--- src/rtl/bfra_ram.sv ---
// ============================================================================
// bfra_ram : simple dual-port RAM
// One write port, one read port with registered read data.
// ============================================================================
`default_nettype none

module bfra_ram #(
   parameter int WIDTH = 8,
   parameter int DEPTH = 64
) (
   input  wire logic                     clock,
   input  wire logic                     wr_en,
   input  wire logic [$clog2(DEPTH)-1:0] wr_addr,
   input  wire logic [WIDTH-1:0]         wr_data,
   input  wire logic                     rd_en,
   input  wire logic [$clog2(DEPTH)-1:0] rd_addr,
   output logic      [WIDTH-1:0]         rd_data
);

   logic [WIDTH-1:0] mem [DEPTH];

   always_ff @(posedge clock) begin
      if (wr_en) begin
         mem[wr_addr] <= wr_data;
      end
      if (rd_en) begin
         rd_data <= mem[rd_addr];
      end
   end

endmodule

`default_nettype wire
--- config.mk ---
export PLATFORM = sky130hd
export DESIGN_NAME = bfra_ram
export DESIGN_NICKNAME = d
export VERILOG_FILES = /design/src/rtl/bfra_ram.sv
export SDC_FILE = /design/constraint.sdc
export NUM_CORES = 1
export LEC_CHECK = 0
export BUFFER_PORTS_ARGS = -buffer_cell sky130_fd_sc_hd__buf_2
export CELL_PAD_IN_SITES_DETAIL_PLACEMENT = 0
export CELL_PAD_IN_SITES_GLOBAL_PLACEMENT = 1
export CORE_MARGIN = 8
export CORE_UTILIZATION = 35
export DETAILED_ROUTE_END_ITERATION = 10
export PLACE_DENSITY = 0.6
export SKIP_LAST_GASP = 1
export SLEW_MARGIN = 20
export SYNTH_ARGS = -nofsm -noshare
export SYNTH_HDL_FRONTEND = slang
export SYNTH_SLANG_ARGS = --single-unit
--- constraint.sdc ---
create_clock -name clock -period 2.1 [get_ports clock]
set_clock_uncertainty 0.1 [all_clocks]
set_input_delay 0.21 -clock clock [delete_from_list [all_inputs] [get_ports clock]]
set_output_delay 0.21 -clock clock [all_outputs]
set_load 0.01 [all_outputs]
==> flow_summary.json, run 1 <==
{
  "placed_cells_incl_taps": 1855,
  "gr-total-overflow": 0,
  "syn_inst": 940,
  "antenna_violating_nets_post_route": 0,
  "switchingPower_mw": 4.64,
  "netlist.area_leader.share_pct": 77.1,
  "startpoint_type": "register",
  "timing.slew.headroom_pct": 48.6,
  "yosysWarningCount": 0,
  "instances_no_fill": 1952,
  "timing.setup.critical_path_class": "reg -> reg",
  "drc": 0,
  "async_flop_share_pct": 0,
  "design.die.area_sq_um": 65800,
  "nets": 1171,
  "power.internal_mw": 17.6,
  "timing.critical_path.required_ns": 2.34,
  "wire_length_of_the_first_global_routing_pass_microns": 71500,
  "clock_tree_from_tritoncts": "done",
  "finalHoldViolations": 0,
  "design_area_sq_um": 24400,
  "grtUsageTotal_pct": 14.6,
  "dpl_cell_area_sq_um": 22600,
  "drv_cap": 0,
  "post-route-worst-setup-slack_ns": 0.0175,
  "die_h_microns": 257,
  "timing.critical_path.fanout_max": 1,
  "syn-mean-instance-area_sq_um": 21.5,
  "max-vdd-ir-drop_mv": 0.571,
  "max_freq_mhz": 480,
  "worst_skew_pair_latency_ns": 0.60,
  "share_comb_of_total_power_pct": 5.8,
  "initial_antenna_violation_count": 3,
  "initial_utilization_pct": 35.2,
  "max-clock-path-buffers": 3,
  "synth.lib_cells_used.distinct": 39,
  "viasPerCell": 5.10,
  "pwr_density_cell_nw_per_um2": 908,
  "fin_crit_ns": 2.08,
  "synth_edf_count": 520,
  "cts_root_buffer": "sky130_fd_sc_hd__clkbuf_16",
  "power.share.sequential_pct": 52.0,
  "timing.hold.worst.class": "in -> reg",
  "startpoint": "mem[21][6]$_DFFE_PP_",
  "synthFlopType": "sky130_fd_sc_hd__edfxtp_1",
  "total_power_mw": 22.2,
  "synth_sequential_area_ratio_pct": 77.1,
  "power.share.switching_pct": 20.9,
  "r2r-start": "mem[21][6]$_DFFE_PP_",
  "detailedPlacementHpwl_microns": 31200,
  "floorplan.io_pins": 31,
  "numCtsBuffers": 54,
  "synth.area.top_cells": "sky130_fd_sc_hd__edfxtp_1, sky130_fd_sc_hd__mux4_2, sky130_fd_sc_hd__nor2_1",
  "drt_wl_total_microns": 48500,
  "post-cts-setup-buffers": 0,
  "rsz0062_at_grt": "yes",
  "synth.largest_area_cell": "sky130_fd_sc_hd__edfxtp_1",
  "post_synth_net_total": 963,
  "run_status": "finished clean",
  "clockPowerShare_pct": 42.2,
  "seq_cells_post_synth": 520,
  "synthToLayoutAreaGrowth_pct": 20.7,
  "worst-slew-pin-transition_ns": 0.771,
  "leakage_nw": 7.93,
  "timing_max_transition_violations_final": 0,
  "fraction_of_final_layout_cells_sized_beyond_drive_strength_1_pct": 35.9,
  "first_global_vias": 10431,
  "drt_pre_antenna_iters": 5,
  "grt_max_degree": 65,
  "numClockSinks": 520,
  "placeableCoreArea_sq_um": 57500,
  "critical_path_arrival_ns": 2.32,
  "hold_start": "wr_data[6]",
  "post_synth_instance_area_sq_um": 20200,
  "detail_route.iter0.violations": 914,
  "gp_congestion": 0.777,
  "wl_per_cell_microns": 24.9,
  "cts_htree_levels": 2,
  "rows": 88,
  "dominant_cell_by_count_in_the_synthesized_netlist": "sky130_fd_sc_hd__edfxtp_1",
  "dr_total_vias": 9958,
  "report.final.setup_viol": 0,
  "synthTopCellsByCount": "sky130_fd_sc_hd__edfxtp_1, sky130_fd_sc_hd__mux4_2, sky130_fd_sc_hd__nor2_1, sky130_fd_sc_hd__mux2i_1, sky130_fd_sc_hd__nand2_1",
  "worstSetupEndpointType": "register",
  "cts_clock_pin_slew_for_the_worst_setup_and_hold_paths_ns": 0.06,
  "chipWidth_microns": 257,
  "placement.setup.worst_slack_ns": -0.730,
  "place.port_buffers": 30,
  "post-route-period-util_pct": 99.2
}
-- power by group through the flow --
stage	Combinational, mW	Sequential (mW)	Clock (mW)
2_1_floorplan	0.613	11.8	0
3_3_place_gp	1.26	11.8	0
3_5_place_dp	1.27	11.8	0
4_1_cts	1.30	11.5	9.60
5_1_grt	1.37	11.5	9.93
6_report	1.28	11.5	9.38
-- layout make-up --
| type | instances | area (sq um) |
|---|---|---|
| Multi-Input combinational cell | 369 | 4450 |
| Clock buffer | 67 | 1420 |
| Fill cell | 5060 | 33000 |
| Clock inverter | 27 | 284 |
| Timing Repair Buffer | 203 | 1720 |
| Sequential cell | 520 | 15600 |
| Tap cell | 765 | 957 |
| Antenna cell | 1 | 2.50 |
-- flip-flops by register name (all words and copies together), names as in the netlist --
signal and flops:
mem 512, rd_data 8
-- layer usage --
layer / global-route usage, % / up-vias / part of all wire (%)
met4: 4.59 / 4 / 2.8
met3: 3.25 / 97 / 6.1
li1: - / 4345 / -
met1: 19.4 / 5242 / 43
met2: 24.0 / 270 / 48
met5: 0 / - / 0.047
-- worst paths after layout --
path              depth (start not counted)              endpoint  slack (ns)
setup / recovery                          5  rd_data[6]$_DFFE_PP_        0.02
hold / removal                            2  mem[56][6]$_DFFE_PP_        0.03
setup reg to reg                          5  rd_data[6]$_DFFE_PP_        0.02
hold reg to reg                           3  rd_data[6]$_DFFE_PP_        0.82
-- cell families after synthesis --
| family | Yosys count | synth area share, % |
|---|---|---|
| flip-flops | 520 | 77.1 |
| AO/OA/AOI/OAI | 54 | 2.06 |
| buffers and inverters | 51 | 1.56 |
| AND/OR/NAND/NOR | 153 | 3.37 |
| multiplexers | 162 | 15.9 |
-- critical path, cell delays in order, from the launching register on --
cell and delay (ns):
sky130_fd_sc_hd__edfxtp_1 0.35, sky130_fd_sc_hd__mux4_2 0.49, sky130_fd_sc_hd__mux2_4 0.30, sky130_fd_sc_hd__o221a_4 0.28, sky130_fd_sc_hd__nor3_4 0.22, sky130_fd_sc_hd__o32ai_2 0.10
-- timing repair --
action / CTS / global route
setup endpoints to repair: 7 / 8
pin swaps: 2 / 7
hold buffers: 3 / 0
resized for setup: 14 / 9
hold endpoints to repair: 23 / 0
-- metrics by stage --
stage,utilization (%),setup TNS [ns],hold WS [ns]
finish,42.5,0,0.0283
global route,42.5,-0.0685,0.0188
CTS,42.4,-0.0827,0.0153
detailed placement,39.3,-4.43,0.518
global placement,39.3,-4.50,0.523
floorplan,-,0,0.209
-- cells in the final DEF (no fill, tap or decap), drive strengths merged, types with 7 or more instances in the layout --
cell type	n
nand3	13
nor2b	14
mux4	126
mux2i	23
nand2b	7
nor3	7
mux2	13
nand2	19
edfxtp	520
clkbuf	68
buf	199
o22ai	8
nor2	83
clkinv	18
o221ai	8
No activity file was read; power rests on OpenSTA's default activity.
==> inputs of run 2 (changes only) <==
--- a/config.mk
+++ b/config.mk
@@ -10,6 +10,7 @@
 export CELL_PAD_IN_SITES_GLOBAL_PLACEMENT = 1
 export CORE_MARGIN = 8
 export CORE_UTILIZATION = 35
+export CTS_BUF_LIST = sky130_fd_sc_hd__clkbuf_4
 export DETAILED_ROUTE_END_ITERATION = 10
 export PLACE_DENSITY = 0.6
 export SKIP_LAST_GASP = 1
==> flow_summary.json, run 2 (synthesis gave the netlist of run 1 again) <==
{
  "rows": 88,
  "post-cts-setup-buffers": 0,
  "die_h_microns": 257,
  "hold_depth": 2,
  "grt_max_degree": 65,
  "chipWidth_microns": 257,
  "grtUsageTotal_pct": 15.2,
  "cts_htree_levels": 4,
  "run_status": "finished, violations left",
  "worst-slew-pin-transition_ns": 0.768,
  "placement.setup.worst_slack_ns": -0.730,
  "placeableCoreArea_sq_um": 57500,
  "max-vdd-ir-drop_mv": 0.430,
  "timing.setup.critical_path_class": "reg -> reg",
  "critical_path_arrival_ns": 2.66,
  "drv_cap": 0,
  "drc": 0,
  "largest-register": "mem",
  "wire_length_of_the_first_global_routing_pass_microns": 73100,
  "antenna_violating_nets_post_route": 0,
  "grt_busiest_layer": "met2",
  "timing.slew.headroom_pct": 48.8,
  "max-clock-path-buffers": 3,
  "initial_utilization_pct": 35.2,
  "design.die.area_sq_um": 65800,
  "place.port_buffers": 30,
  "post-route-worst-setup-slack_ns": -0.000268,
  "rr_worst_depth": 6,
  "final_cell_mix": "sky130_fd_sc_hd__edfxtp_1, sky130_fd_sc_hd__clkbuf_4, sky130_fd_sc_hd__buf_4, sky130_fd_sc_hd__mux4_2, sky130_fd_sc_hd__nor2_1",
  "fraction_of_final_layout_cells_sized_beyond_drive_strength_1_pct": 42.3,
  "rsz0062_at_grt": "yes",
  "clock_tree_from_tritoncts": "done",
  "timing.critical_path.fanout_max": 1,
  "drt_pre_antenna_iters": 5,
  "globalRouteMet1Util_pct": 19.2,
  "floorplan.io_pins": 31,
  "reg_top3": "mem (512), rd_data (8)",
  "initial_antenna_violation_count": 5,
  "max_freq_mhz": 476,
  "worst_skew_pair_latency_ns": 0.95,
  "detailedPlacementHpwl_microns": 31200,
  "most_common_cell_after_layout_fill_and_taps_aside": "sky130_fd_sc_hd__edfxtp_1",
  "timing.critical_path.required_ns": 2.66,
  "post-route-period-util_pct": 100,
  "final.fill_count": 5121,
  "numCtsBuffers": 139,
  "grt_util_met3_pct": 4.87,
  "finalHoldViolations": 0,
  "leakage_nw": 8.18,
  "placed_cells_incl_taps": 1855,
  "fin_crit_ns": 2.10,
  "detail_route.iter0.violations": 941,
  "synthToLayoutAreaGrowth_pct": 21.8,
  "wl_per_cell_microns": 23.3,
  "cts_clock_pin_slew_for_the_worst_setup_and_hold_paths_ns": 0.06,
  "cts_root_buffer": "sky130_fd_sc_hd__clkbuf_4",
  "largest_register_ff_count": 512,
  "viasPerCell": 5.00,
  "global_route.usage.met2_pct": 23.9,
  "total_area_of_multi_input_combinational_cells_sq_um": 4450,
  "pwr_density_cell_nw_per_um2": 874,
  "finish.utilization_pct": 42.9,
  "startpoint_type": "register",
  "drt_wl_total_microns": 49200,
  "gp_congestion": 0.777,
  "dr_total_vias": 10535,
  "report.final.setup_viol": 1,
  "numClockSinks": 520,
  "worstSetupEndpointType": "register",
  "instances_no_fill": 2108,
  "gr-total-overflow": 0,
  "final-seq-area_sq_um": 15600,
  "violations": "negative setup slack",
  "first_global_vias": 11200,
  "nets": 1276,
  "timing_max_transition_violations_final": 0,
  "timing.hold.worst.class": "in -> reg"
}
==> run 2: worst paths after layout <==
kind                                              to            startpoint  slack (ns)
worst max-delay path            rd_data[4]$_DFFE_PP_  mem[17][4]$_DFFE_PP_     -0.0003
worst min-delay path            rd_data[7]$_DFFE_PP_                 rd_en        0.15
worst max register to register  rd_data[4]$_DFFE_PP_  mem[17][4]$_DFFE_PP_     -0.0003
worst min register to register  rd_data[6]$_DFFE_PP_  mem[30][6]$_DFFE_PP_        0.81
==> run 2: through the flow <==
step	total power, mW	TNS, ns	hold WS (ns)	instance area [sq um]
2_1_floorplan	12.4	0	0.209	20200
3_3_place_gp	13.0	-4.50	0.523	22600
3_5_place_dp	13.0	-4.43	0.518	22600
4_1_cts	21.9	-0.113	0.0224	24600
5_1_grt	22.5	-0.0997	0.0656	24700
6_report	21.6	-0.000268	0.155	24700
==> run 2: metal layers <==
metal | share of wire, % | vias up
met4 | 2.9 | 4
met2 | 48 | 341
met1 | 42 | 5441
met5 | 0.053 | -
met3 | 6.5 | 91
li1 | - | 4658
==> run 2: worst max-delay path: stages (launching register included) <==
cell and delay [ns]:
sky130_fd_sc_hd__edfxtp_1 0.36, sky130_fd_sc_hd__mux4_2 0.47, sky130_fd_sc_hd__mux2_2 0.29, sky130_fd_sc_hd__o221a_4 0.28
sky130_fd_sc_hd__nor3_2 0.10, sky130_fd_sc_hd__buf_4 0.14, sky130_fd_sc_hd__o32ai_1 0.08
==> run 2: cell type report <==
cell class,instances,share of cell area (%)
clock inverters,25,0.786
well taps,765,3.88
repair buffers,223,7.79
multi-input cells,369,18.0
flip-flops and latches,520,63.3
clock buffers,202,6.15
diodes,4,0.0406
==> run 2: power breakdown <==
| part | internal (mW) | leakage, nW | switching, mW | total [mW] |
|---|---|---|---|---|
| clock | 4.73 | 1.01 | 3.98 | 8.71 |
| combinational | 0.576 | 2.48 | 0.731 | 1.31 |
| sequential | 11.5 | 4.69 | 0.0324 | 11.5 |
| total | 16.8 | 8.18 | 4.74 | 21.6 |
==> run 2: timing repair <==
item,in CTS,in global routing
hold endpoints to repair,1000,0
resized for setup,13,12
pin swaps,3,4
setup endpoints to repair,7,8
hold buffers,23,0
